### config.mk
export PLATFORM = sky130hd
export DESIGN_NAME = cubic_bspline_segment_generator
export DESIGN_NICKNAME = d
export VERILOG_FILES = /design/src/design/cbsg_pkg.sv /design/src/design/cbsg_scale.sv /design/src/design/cbsg_dp.sv /design/src/design/cbsg_ctrl.sv /design/src/design/cubic_bspline_segment_generator.sv
export SDC_FILE = /design/constraint.sdc
export NUM_CORES = 2
export LEC_CHECK = 0
export BUFFER_PORTS_ARGS = -buffer_cell sky130_fd_sc_hd__buf_2
export CORE_MARGIN = 1
export CORE_UTILIZATION = 45
export CTS_CLUSTER_DIAMETER = 40
export CTS_CLUSTER_SIZE = 8
export DETAILED_ROUTE_END_ITERATION = 7
export PLACE_DENSITY = 0.72
export SLEW_MARGIN = 20
export SYNTH_ARGS = -nofsm -noshare
export SYNTH_HDL_FRONTEND = slang
export SYNTH_SLANG_ARGS = --single-unit
export TNS_END_PERCENT = 10
### constraint.sdc
create_clock -name aclk -period 14.9 [get_ports aclk]
set_input_delay 0.745 -clock aclk [delete_from_list [all_inputs] [get_ports aclk]]
set_output_delay 0.745 -clock aclk [all_outputs]
set_load 0.02 [all_outputs]
### src/design/cbsg_pkg.sv
// Shared types and constants of the cubic B-spline segment generator.
package cbsg_pkg;

    // Width and reset value of the steps_log2 configuration register.
    localparam int STEPS_W = 3;
    localparam logic [STEPS_W-1:0] STEPS_RESET = 3'd6;

    // Number of control points held in the window.
    localparam logic [1:0] WINDOW_FULL = 2'd3;

    // Controller states.
    typedef enum logic [2:0] {
        ST_IDLE,
        ST_COEF,
        ST_INIT,
        ST_RUN,
        ST_DRAIN
    } state_t;

    // Commands from the controller to the datapath.
    typedef struct packed {
        logic               store;        // write the input point into the window
        logic [1:0]         store_idx;    // window slot for a store
        logic               load;         // latch the newest point of a span
        logic               coef;         // compute polynomial coefficients, shift window
        logic               init;         // set up the forward differences
        logic               issue;        // send one curve sum into the scaler
        logic               issue_first;  // the issued sum is at u = 0
        logic               issue_last;   // the issued sum is at u = 1
        logic [STEPS_W-1:0] steps;        // effective steps_log2 of this span
    } cmd_t;

    // Status from the datapath to the controller.
    typedef struct packed {
        logic advance;  // pipeline moves this cycle
        logic busy;     // scaler stages still hold curve points
    } status_t;

endpackage

### src/design/cbsg_scale.sv
// Scaler lane: divides a curve sum by 6*2^(3s), truncating toward zero.
module cbsg_scale #(
    parameter int COORD_BITS     = 16,
    parameter int MAX_STEPS_LOG2 = 6
) (
    input  logic                                     aclk,
    input  logic                                     en,
    input  logic [cbsg_pkg::STEPS_W-1:0]             steps,
    input  logic signed [COORD_BITS+3*MAX_STEPS_LOG2+6:0] sum_in,
    output logic signed [COORD_BITS-1:0]             q_out
);

    localparam int SW = COORD_BITS + 3 * MAX_STEPS_LOG2 + 7;
    localparam int UW = COORD_BITS + 1;
    localparam int PW = 2 * UW + 1;
    localparam int RW = UW + 2;
    // Reciprocal of three, scaled by 2^(UW+2) and rounded down.
    localparam logic [UW:0] RECIP = (UW + 1)'((64'd1 << (UW + 2)) / 64'd3);

    logic [4:0]    shift_amt;
    logic [SW-1:0] mag;
    logic          neg1_reg;
    logic [UW-1:0] u1_reg;
    logic          neg2_reg;
    logic [UW-1:0] u2_reg;
    logic [PW-1:0] prod_reg;
    logic [UW-1:0] q_est;
    logic [RW-1:0] rem;
    logic [UW-1:0] q_mag;
    logic [UW-1:0] q_sgn;

    // Shift by 3s for the power of two and one more for the factor two of six.
    assign shift_amt = {1'b0, steps, 1'b0} + {2'b00, steps} + 5'd1;
    assign mag = sum_in[SW-1] ? (SW'(0) - SW'(sum_in)) : SW'(sum_in);

    // Stage one takes the magnitude apart from the sign; stage two
    // multiplies by the reciprocal of three.
    always_ff @(posedge aclk) begin
        if (en) begin
            neg1_reg <= sum_in[SW-1];
            u1_reg   <= UW'(mag >> shift_amt);
            neg2_reg <= neg1_reg;
            u2_reg   <= u1_reg;
            prod_reg <= PW'(u1_reg) * PW'(RECIP);
        end
    end

    // The estimate is low by at most one; one compare corrects it.
    always_comb begin
        q_est = UW'(prod_reg >> (UW + 2));
        rem   = RW'(u2_reg) - (RW'(q_est) << 1) - RW'(q_est);
        q_mag = (rem >= RW'(3)) ? (q_est + UW'(1)) : q_est;
        q_sgn = neg2_reg ? (UW'(0) - q_mag) : q_mag;
    end

    assign q_out = $signed(q_sgn[COORD_BITS-1:0]);

endmodule

### src/design/cbsg_dp.sv
// Datapath: control point window, forward difference engine, scalers and output register.
module cbsg_dp #(
    parameter int COORD_BITS     = 16,
    parameter int MAX_STEPS_LOG2 = 6
) (
    input  logic                         aclk,
    input  logic                         aresetn,
    input  cbsg_pkg::cmd_t               cmd,
    output cbsg_pkg::status_t            status,
    input  logic signed [COORD_BITS-1:0] in_x,
    input  logic signed [COORD_BITS-1:0] in_y,
    output logic                         out_valid,
    input  logic                         out_ready,
    output logic signed [COORD_BITS-1:0] start_x,
    output logic signed [COORD_BITS-1:0] start_y,
    output logic signed [COORD_BITS-1:0] end_x,
    output logic signed [COORD_BITS-1:0] end_y,
    output logic                         last_of_span
);

    localparam int C  = COORD_BITS;
    localparam int CW = COORD_BITS + 4;
    localparam int SW = COORD_BITS + 3 * MAX_STEPS_LOG2 + 7;

    // Lane 0 carries x, lane 1 carries y.
    logic signed [C-1:0]  pt_in [2];
    logic signed [C-1:0]  win_reg [2][3];
    logic signed [C-1:0]  p3_reg [2];
    logic signed [CW-1:0] ca_reg [2];
    logic signed [CW-1:0] cb_reg [2];
    logic signed [CW-1:0] cc_reg [2];
    logic signed [CW-1:0] cd_reg [2];
    logic signed [CW-1:0] ca_next [2];
    logic signed [CW-1:0] cb_next [2];
    logic signed [CW-1:0] cc_next [2];
    logic signed [CW-1:0] cd_next [2];
    logic signed [SW-1:0] s_reg [2];
    logic signed [SW-1:0] d1_reg [2];
    logic signed [SW-1:0] d2_reg [2];
    logic signed [SW-1:0] d3_reg [2];
    logic signed [SW-1:0] s_init [2];
    logic signed [SW-1:0] d1_init [2];
    logic signed [SW-1:0] d2_init [2];
    logic signed [SW-1:0] d3_init [2];
    logic signed [C-1:0]  q [2];
    logic signed [C-1:0]  prev_reg [2];
    logic signed [C-1:0]  start_reg [2];
    logic signed [C-1:0]  end_reg [2];

    logic       adv;
    logic       v1_reg;
    logic       f1_reg;
    logic       l1_reg;
    logic       v2_reg;
    logic       f2_reg;
    logic       l2_reg;
    logic       out_valid_reg;
    logic       last_reg;
    logic [3:0] sh2;
    logic [4:0] sh3;

    assign pt_in[0] = in_x;
    assign pt_in[1] = in_y;

    // The whole pipeline moves unless a result waits for the sink.
    assign adv = !out_valid_reg || out_ready;
    assign status.advance = adv;
    assign status.busy    = v1_reg || v2_reg;

    // Polynomial coefficients of the span, in powers of u.
    always_comb begin
        for (int l = 0; l < 2; l++) begin
            ca_next[l] = (CW'(p3_reg[l]) - CW'(win_reg[l][0]))
                       + ((CW'(win_reg[l][1]) <<< 1) + CW'(win_reg[l][1]))
                       - ((CW'(win_reg[l][2]) <<< 1) + CW'(win_reg[l][2]));
            cb_next[l] = ((CW'(win_reg[l][0]) <<< 1) + CW'(win_reg[l][0]))
                       - ((CW'(win_reg[l][1]) <<< 2) + (CW'(win_reg[l][1]) <<< 1))
                       + ((CW'(win_reg[l][2]) <<< 1) + CW'(win_reg[l][2]));
            cc_next[l] = ((CW'(win_reg[l][2]) <<< 1) + CW'(win_reg[l][2]))
                       - ((CW'(win_reg[l][0]) <<< 1) + CW'(win_reg[l][0]));
            cd_next[l] = CW'(win_reg[l][0]) + (CW'(win_reg[l][1]) <<< 2)
                       + CW'(win_reg[l][2]);
        end
    end

    // Starting sum and forward differences; powers of N are shifts.
    assign sh2 = {cmd.steps, 1'b0};
    assign sh3 = {1'b0, cmd.steps, 1'b0} + {2'b00, cmd.steps};

    always_comb begin
        for (int l = 0; l < 2; l++) begin
            s_init[l]  = SW'(cd_reg[l]) <<< sh3;
            d1_init[l] = SW'(ca_reg[l]) + (SW'(cb_reg[l]) <<< cmd.steps)
                       + (SW'(cc_reg[l]) <<< sh2);
            d3_init[l] = (SW'(ca_reg[l]) <<< 2) + (SW'(ca_reg[l]) <<< 1);
            d2_init[l] = d3_init[l] + (SW'(cb_reg[l]) <<< (cmd.steps + 3'd1));
        end
    end

    // Window, coefficients and difference engine.
    always_ff @(posedge aclk) begin
        for (int l = 0; l < 2; l++) begin
            if (cmd.store) begin
                win_reg[l][cmd.store_idx] <= pt_in[l];
            end
            if (cmd.load) begin
                p3_reg[l] <= pt_in[l];
            end
            if (cmd.coef) begin
                ca_reg[l]     <= ca_next[l];
                cb_reg[l]     <= cb_next[l];
                cc_reg[l]     <= cc_next[l];
                cd_reg[l]     <= cd_next[l];
                win_reg[l][0] <= win_reg[l][1];
                win_reg[l][1] <= win_reg[l][2];
                win_reg[l][2] <= p3_reg[l];
            end
            if (cmd.init) begin
                s_reg[l]  <= s_init[l];
                d1_reg[l] <= d1_init[l];
                d2_reg[l] <= d2_init[l];
                d3_reg[l] <= d3_init[l];
            end else if (cmd.issue) begin
                s_reg[l]  <= s_reg[l] + d1_reg[l];
                d1_reg[l] <= d1_reg[l] + d2_reg[l];
                d2_reg[l] <= d2_reg[l] + d3_reg[l];
            end
        end
    end

    // One scaler per coordinate lane.
    for (genvar l = 0; l < 2; l++) begin : g_lane
        cbsg_scale #(
            .COORD_BITS     (COORD_BITS),
            .MAX_STEPS_LOG2 (MAX_STEPS_LOG2)
        ) u_scale (
            .aclk   (aclk),
            .en     (adv),
            .steps  (cmd.steps),
            .sum_in (s_reg[l]),
            .q_out  (q[l])
        );
    end

    // Valid bits of the scaler stages and of the output register.
    always_ff @(posedge aclk) begin
        if (!aresetn) begin
            v1_reg        <= 1'b0;
            v2_reg        <= 1'b0;
            out_valid_reg <= 1'b0;
        end else if (adv) begin
            v1_reg        <= cmd.issue;
            v2_reg        <= v1_reg;
            out_valid_reg <= v2_reg && !f2_reg;
        end
    end

    // Tags and segment payload; the point at u = 0 only seeds the start.
    always_ff @(posedge aclk) begin
        if (adv) begin
            f1_reg <= cmd.issue_first;
            l1_reg <= cmd.issue_last;
            f2_reg <= f1_reg;
            l2_reg <= l1_reg;
            if (v2_reg) begin
                for (int l = 0; l < 2; l++) begin
                    prev_reg[l] <= q[l];
                    if (!f2_reg) begin
                        start_reg[l] <= prev_reg[l];
                        end_reg[l]   <= q[l];
                    end
                end
                if (!f2_reg) begin
                    last_reg <= l2_reg;
                end
            end
        end
    end

    assign out_valid    = out_valid_reg;
    assign start_x      = start_reg[0];
    assign start_y      = start_reg[1];
    assign end_x        = end_reg[0];
    assign end_y        = end_reg[1];
    assign last_of_span = last_reg;

endmodule

### src/design/cbsg_ctrl.sv
// Controller: window fill count, span sequencing and the configuration register.
module cbsg_ctrl #(
    parameter int MAX_STEPS_LOG2 = 6
) (
    input  logic                             aclk,
    input  logic                             aresetn,
    input  logic                             s_tvalid,
    input  logic                             s_first,
    output logic                             s_tready,
    input  logic                             cfg_valid,
    input  logic [cbsg_pkg::STEPS_W-1:0]     cfg_data,
    output logic                             cfg_ready,
    input  cbsg_pkg::status_t                status,
    output cbsg_pkg::cmd_t                   cmd
);

    localparam int KW = MAX_STEPS_LOG2 + 1;
    localparam logic [cbsg_pkg::STEPS_W-1:0] MAX_S = cbsg_pkg::STEPS_W'(MAX_STEPS_LOG2);

    cbsg_pkg::state_t             state_reg;
    cbsg_pkg::state_t             state_next;
    logic [1:0]                   held_reg;
    logic [1:0]                   held_next;
    logic [1:0]                   held_eff;
    logic [KW-1:0]                k_reg;
    logic [KW-1:0]                k_next;
    logic [KW-1:0]                n_val;
    logic [cbsg_pkg::STEPS_W-1:0] steps_log2_reg;
    logic [cbsg_pkg::STEPS_W-1:0] span_steps_reg;
    logic [cbsg_pkg::STEPS_W-1:0] span_steps_next;

    assign cfg_ready = 1'b1;
    assign n_val     = KW'(1) << span_steps_reg;
    assign held_eff  = s_first ? 2'd0 : held_reg;

    // State and counters.
    always_ff @(posedge aclk) begin
        if (!aresetn) begin
            state_reg      <= cbsg_pkg::ST_IDLE;
            held_reg       <= 2'd0;
            k_reg          <= '0;
            span_steps_reg <= '0;
            steps_log2_reg <= cbsg_pkg::STEPS_RESET;
        end else begin
            state_reg      <= state_next;
            held_reg       <= held_next;
            k_reg          <= k_next;
            span_steps_reg <= span_steps_next;
            if (cfg_valid) begin
                steps_log2_reg <= cfg_data;
            end
        end
    end

    // Next state and datapath commands.
    always_comb begin
        state_next      = state_reg;
        held_next       = held_reg;
        k_next          = k_reg;
        span_steps_next = span_steps_reg;
        s_tready        = 1'b0;
        cmd             = '0;
        cmd.steps       = span_steps_reg;
        cmd.store_idx   = held_eff;
        case (state_reg)
            cbsg_pkg::ST_IDLE: begin
                s_tready = 1'b1;
                if (s_tvalid) begin
                    if (held_eff != cbsg_pkg::WINDOW_FULL) begin
                        // Still filling the window: store and produce nothing.
                        cmd.store = 1'b1;
                        held_next = held_eff + 2'd1;
                    end else begin
                        cmd.load        = 1'b1;
                        span_steps_next = (steps_log2_reg > MAX_S) ? MAX_S : steps_log2_reg;
                        state_next      = cbsg_pkg::ST_COEF;
                    end
                end
            end
            cbsg_pkg::ST_COEF: begin
                cmd.coef   = 1'b1;
                state_next = cbsg_pkg::ST_INIT;
            end
            cbsg_pkg::ST_INIT: begin
                cmd.init   = 1'b1;
                k_next     = '0;
                state_next = cbsg_pkg::ST_RUN;
            end
            cbsg_pkg::ST_RUN: begin
                // One curve point per cycle that the pipeline moves.
                if (status.advance) begin
                    cmd.issue       = 1'b1;
                    cmd.issue_first = (k_reg == '0);
                    cmd.issue_last  = (k_reg == n_val);
                    if (k_reg == n_val) begin
                        state_next = cbsg_pkg::ST_DRAIN;
                    end else begin
                        k_next = k_reg + KW'(1);
                    end
                end
            end
            cbsg_pkg::ST_DRAIN: begin
                if (!status.busy) begin
                    state_next = cbsg_pkg::ST_IDLE;
                end
            end
            default: begin
                state_next = cbsg_pkg::ST_IDLE;
            end
        endcase
    end

endmodule

### src/design/cubic_bspline_segment_generator.sv
// Uniform cubic B-spline segment generator: top level with stream ports.
//
// Control points arrive one per transfer; the block keeps the last three of the
// current curve (tuser high starts a new curve). A point that only fills the window
// yields nothing. Every later point closes one span, which is sampled at
// u = k/2^s (s = steps_log2, saturated to MAX_STEPS_LOG2) and sent as 2^s segments,
// tlast on the one that ends at u = 1. Such a point keeps the input closed until its
// span is done: a cubic forward difference engine produces one curve point per cycle
// while the result side does not stall, and a two-stage scaler per coordinate
// divides by 6*2^(3s) with truncation toward zero. The input opens again in the
// cycle after the last segment of a span reaches the output register.
// Configuration writes on cfg_* change steps_log2 (reset 6) and should only be
// made while no span is in progress.
module cubic_bspline_segment_generator #(
    parameter int COORD_BITS     = 16,
    parameter int MAX_STEPS_LOG2 = 6
) (
    input  logic                                aclk,
    input  logic                                aresetn,
    // Configuration write channel: steps_log2.
    input  logic                                cfg_valid,
    output logic                                cfg_ready,
    input  logic [cbsg_pkg::STEPS_W-1:0]        cfg_data,
    // Control point input.
    input  logic                                s_tvalid,
    output logic                                s_tready,
    // From bit 0: point_x, point_y, zero fill.
    input  logic [((2*COORD_BITS+7)/8)*8-1:0]   s_tdata,
    // Bit 0: first_of_curve.
    input  logic                                s_tuser,
    // Segment output.
    output logic                                m_tvalid,
    input  logic                                m_tready,
    // From bit 0: start_x, start_y, end_x, end_y, zero fill.
    output logic [((4*COORD_BITS+7)/8)*8-1:0]   m_tdata,
    // last_of_span.
    output logic                                m_tlast
);

    localparam int C        = COORD_BITS;
    localparam int M_DATA_W = ((4 * COORD_BITS + 7) / 8) * 8;

    cbsg_pkg::cmd_t       dp_cmd;
    cbsg_pkg::status_t    dp_status;
    logic signed [C-1:0]  start_x;
    logic signed [C-1:0]  start_y;
    logic signed [C-1:0]  end_x;
    logic signed [C-1:0]  end_y;

    // Sequencing.
    cbsg_ctrl #(
        .MAX_STEPS_LOG2 (MAX_STEPS_LOG2)
    ) u_ctrl (
        .aclk      (aclk),
        .aresetn   (aresetn),
        .s_tvalid  (s_tvalid),
        .s_first   (s_tuser),
        .s_tready  (s_tready),
        .cfg_valid (cfg_valid),
        .cfg_data  (cfg_data),
        .cfg_ready (cfg_ready),
        .status    (dp_status),
        .cmd       (dp_cmd)
    );

    // Arithmetic and result register.
    cbsg_dp #(
        .COORD_BITS     (COORD_BITS),
        .MAX_STEPS_LOG2 (MAX_STEPS_LOG2)
    ) u_dp (
        .aclk         (aclk),
        .aresetn      (aresetn),
        .cmd          (dp_cmd),
        .status       (dp_status),
        .in_x         ($signed(s_tdata[C-1:0])),
        .in_y         ($signed(s_tdata[2*C-1:C])),
        .out_valid    (m_tvalid),
        .out_ready    (m_tready),
        .start_x      (start_x),
        .start_y      (start_y),
        .end_x        (end_x),
        .end_y        (end_y),
        .last_of_span (m_tlast)
    );

    // Pack the segment, first field in the lowest bits.
    assign m_tdata = M_DATA_W'({end_y, end_x, start_y, start_x});

`ifndef SYNTHESIS
    // The input is open only when no curve point is left in the scalers.
    a_ready_empty: assert property (@(posedge aclk) disable iff (!aresetn)
        s_tready |-> !dp_status.busy)
        else $error("input ready while scaler stages hold data");

    // A curve point is issued only in a cycle in which the pipeline moves.
    a_issue_adv: assert property (@(posedge aclk) disable iff (!aresetn)
        dp_cmd.issue |-> dp_status.advance)
        else $error("curve point issued into a stalled pipeline");

    // An accepted point finds the scalers empty: only a stalled result remains.
    a_accept_out: assert property (@(posedge aclk) disable iff (!aresetn)
        (s_tvalid && s_tready) |=> (m_tvalid == $past(m_tvalid && !m_tready)))
        else $error("result appeared without a span in progress");
`endif

endmodule
-- Word-level counts from Yosys, hierarchy flattened
Memories as Yosys holds them, arrays and structs flattened.
Cells that the tools add are included.
- register bits: 166
- memories: 13
- memory bits (writable): 712
- bits of input ports: 41
- output and inout bits: 68
- bitwise operators: 105
- muxes and demuxes: 150
- multiply operators: 2
- eq/ne operators: 12
- reductions and logical operators: 15
- magnitude comparators: 5
- shift operators: 11
- add/subtract/negate cells: 53
- memory list (name ; words ; width ; read ports ; clocked after memory_dff ; write ports ; RTL line ; source):
    u_dp.win_reg ; 2 ; 48 ; 2 ; 0 ; 2 ; cbsg_dp.sv:27 ; logic signed [C-1:0] win_reg [2][3];
    u_dp.d1_reg ; 2 ; 41 ; 2 ; 0 ; 2 ; cbsg_dp.sv:38 ; logic signed [SW-1:0] d1_reg [2];
    u_dp.d2_reg ; 2 ; 41 ; 2 ; 0 ; 2 ; cbsg_dp.sv:39 ; logic signed [SW-1:0] d2_reg [2];
    u_dp.d3_reg ; 2 ; 41 ; 2 ; 0 ; 2 ; cbsg_dp.sv:40 ; logic signed [SW-1:0] d3_reg [2];
    u_dp.s_reg ; 2 ; 41 ; 2 ; 0 ; 2 ; cbsg_dp.sv:37 ; logic signed [SW-1:0] s_reg [2];
    u_dp.ca_reg ; 2 ; 20 ; 2 ; 0 ; 2 ; cbsg_dp.sv:29 ; logic signed [CW-1:0] ca_reg [2];
    +7 memories ; n/a ; n/a ; n/a ; n/a ; n/a ; n/a ;
- operators with widths (kind ; count):
    $add 41x41->41 ; 10
    $mux 41 ; 8
    $sshl 20x3->41 ; 4
    $mux 1 ; 122
    $add 17x16->18 ; 6
    $or 1x1->1 ; 102
    $add 20x41->41 ; 2
    $shr 41x5->17 ; 2
    $sshl 20x4->41 ; 2
    $sshl 20x5->41 ; 2
    $sub 1x41->41 const A ; 2
    $mux 16 ; 5
    $mul 17x17->34 const B ; 2
    $add 20x20->20 ; 3
    $sub 20x20->20 ; 3
    $mux 48 ; 1
    $add 22x21->23 ; 2
    $add 19x16->20 ; 2
    $add 16x18->19 ; 2
    $add 18x17->19 ; 2
    $ge 19x2->1 const B ; 2
    $sub 18x17->19 ; 2
    $sub 17x17->18 ; 2
    $sub 16x16->17 ; 2
    38 further kinds ; 61

-- Longest topological paths before layout
- depth after elaboration: 8
- depth in mapped cells: 28
- gate-level depth less buffers: 27

-- Modules after synthesis
From an unflattened synthesis, not the netlist that was laid out.
- cells, all modules: 9585
- area, all modules: 88371.0 um2
- modules (own cells, without submodules) (module ; area each (um2) ; seq. area each (um2) ; instances ; cells an instance):
    cbsg_dp ; 63801.2 ; 20269.4 ; 1 ; 6760
    cbsg_scale (u_dp.g_lane[0].u_scale) ; 11767.5 ; 1561.5 ; 1 ; 1365
    cbsg_scale (u_dp.g_lane[1].u_scale) ; 11740.0 ; 1561.5 ; 1 ; 1332
    cbsg_ctrl ; 1062.3 ; 360.3 ; 1 ; 128

-- Worst setup path after synthesis
OpenSTA, ideal clock, no wires.
- kind: input to register
- start point: input m_tready
- end point: memory u_dp.d1_reg[0][0] (netlist name) (enable)
- stages on the path: 2
- setup slack: 1.408 ns
- required time: 13.971 ns
- arrival time: 12.563 ns
- cell sequence: nor2b_1 > a21oi_1
- RTL lines (item ; RTL line ; source):
    start: declaration ; cubic_bspline_segment_generator.sv:33 ; input logic m_tready,
    end: declaration ; cbsg_dp.sv:38 ;

==> out/metrics.cfg <==
[timing]
fmax_ghz = 0.136
setup_viol = 0
max_slew_margin_pct = 16.4
fin_crit_sh_pct = 49.2
finClkSkew_ns = 0.0425
period_needed_ns = 7.33
rsz0062_at_grt = false
worst_pin_slew_ns = 1.25
fin_setup_tns_ns = 0
drv_slew = 0
hold_viol = 0

[layout]
instances_no_fill = 12200
nets = 11100
area_delta_synth_final_pct = 9.59
design_area_mm2 = 0.0951
n_antenna_cell = 0
largest_reg_flops = 96
drive_gt1_share_pct = 5.77
final_common_cell = ha_1
mostFrequentLayoutCells = 1049 x ha_1, 872 x nand2_1, 860 x inv_1

[clock_network]
worstSkewPairLatency_ns = 0.81
cts_inserted_buffers = 161
cts_tree = built
htree_levels = 4
clock-sinks = 799
clk_pin_slew_ns = 0.05
cts_setup_buffers = 0
hold_buffers = 0
root_buffer = clkbuf_16
cts_resized = 0
clock_path_buffers = 3

[synth]
avgSynthCellArea_um2 = 9.06
synth_fp_nets = 11100
synth_seq_area_share_pct = 27.4
synthDistinctLibCells = 103
synth-edff-count = 778
synth_cells = 9584
synth-seq-cells = 799
synthArstFlopShare_pct = 0
synth_warnings = 0
ys.flop_type = edfxtp_1
syn_area_mm2 = 0.0868

[route]
dr.pass1.iters = 6
final_antenna_net_count = 0
drcViolationCount = 0
vias = 71600
vias_per_cell = 5.86
drt_iter0_drc = 5344
drt-total-wl_um = 244000
wl_per_cell_um = 19.9

[setup_path]
startpoint_type = register
crit_type = register to register
crit_required_ns = 15.41
reg2reg_depth = 21
end_kind = register
cp_max_fo = 83
cp.arrival_ns = 7.84

[min_path]
holdCritPathClass = input pin to register
hold_depth = 1

[placed_design]
port_buffers = 107
placed_area_mm2 = 0.0899
gp_congestion = 0.991
hpwlAfterDp_um = 192000
place_inst = 12000

[global_route]
overflow = 0
grt_start_max_net_pins = 170
grt_pass1_vias = 71300
grt_util_all_layers_pct = 24.6
grt_pass1_wl_um = 384000
antenna_found_initial = 0

[floorplanning]
num_rows = 160
die_y_um = 441
start_util_pct = 45.5
core_mm2 = 0.191
io_pins = 109
fp.dieArea_mm2 = 0.195
die_x_um = 441

[run_status]
status = finished clean

[power]
vdd.ir_drop.worst_mv = 0.226
powerDensity_mw_per_mm2 = 239
p_leak_nw = 40.8

[run]
drv_cap = 0

-- logic make-up after synthesis --
| kind of cell | share of synthesized area (%) |
|---|---|
| buffers and inverters | 5.06 |
| and+or+nand+nor | 13.6 |
| other | 0.00432 |
| muxes | 3.55 |
| AOI/OAI and AO/OA | 19.3 |
| DFF | 27.4 |
| adders and majority gates | 24.1 |
| xor gates and xnor gates | 6.98 |
-- metrics by stage --
stage                     utilization, %  hold WS [ns]  setup WS [ns]  power (W)
final                               49.8         0.123           7.57     0.0227
after global routing                49.8        0.0904           7.22     0.0248
after CTS                           49.8        0.0751           7.76     0.0226
after detailed placement            47.1         0.405           7.78     0.0190
after global placement              47.1         0.402           7.76     0.0185
after floorplan                        -         0.400           1.41     0.0154
-- metal layers --
metal	vias to the layer above	wire length (µm)	track usage [%]
li1	34500	-	-
met1	34400	106000	32.2
met2	2249	115000	41.8
met3	468	14600	3.50
met4	0	8060	8.06
met5	-	0	0
-- critical path, cell delays in order, from the launching register on --
cell	delay, ns
dfxtp_4	0.85
buf_4	0.87
nor2_1	0.26
nor3_1	0.25
a21oi_1	0.08
or2_2	0.32
fa_1	0.48
inv_1	0.04
ha_1	0.32
nor2b_1	0.14
o21ai_0	0.24
a21boi_0	0.16
o21a_1	0.20
o21ai_0	0.34
a31o_2	0.30
o31ai_1	0.15
o31ai_1	0.77
o21ai_0	0.36
o41ai_1	0.49
o21bai_1	0.13
xnor2_1	0.13
o21ai_0	0.08
-- final timing paths --
kind	startpoint	end	slack, ns
worst max-delay path	u_ctrl.span_steps_reg[0]	u_dp.d1_reg[1][33]	7.57
worst max register to register	u_ctrl.span_steps_reg[0]	u_dp.d1_reg[1][33]	7.57
worst min-delay path	s_tdata[5]	u_dp.p3_reg[0][5]	0.12
worst min register to register	u_dp.prev_reg[0][7]	u_dp.start_reg[0][7]	0.41
-- cells in the mapped netlist, types with 109 or more instances --
cell type / number / share of area (%)
edfxtp_1: 778 / 27
o21a_1: 132 / 1.1
a211oi_1: 109 / 0.94
ha_1: 1050 / 15
mux2i_1: 176 / 2.0
o21bai_1: 121 / 1.0
nand3_1: 148 / 0.85
nand2_1: 872 / 3.8
nor3_1: 176 / 1.0
clkbuf_1: 234 / 1.0
nor2_1: 773 / 3.3
inv_1: 862 / 3.7
nand2b_1: 127 / 0.92
a21oi_1: 756 / 4.4
o21ai_0: 658 / 3.8
xor2_1: 246 / 2.5
xnor2_1: 446 / 4.5
nor2b_1: 116 / 0.84
fa_1: 390 / 9.0
a21o_1: 254 / 2.2
-- power by group --
part	switching (W)	total (W)	internal [W]
clock	0.00124	0.00349	0.00225
sequential	0.000385	0.00391	0.00353
combinational	0.00884	0.0153	0.00648
-- layout make-up --
class / instances / area [µm²]
clock buffer: 191 / 4180
clock inverter: 79 / 997
fill: 17700 / 95800
inverter: 868 / 3270
multi-input combinational: 7623 / 58800
sequential: 799 / 23800
tap: 2511 / 3140
timing repair buffer: 162 / 981
Note: power is estimated with default switching activity, not from simulation.
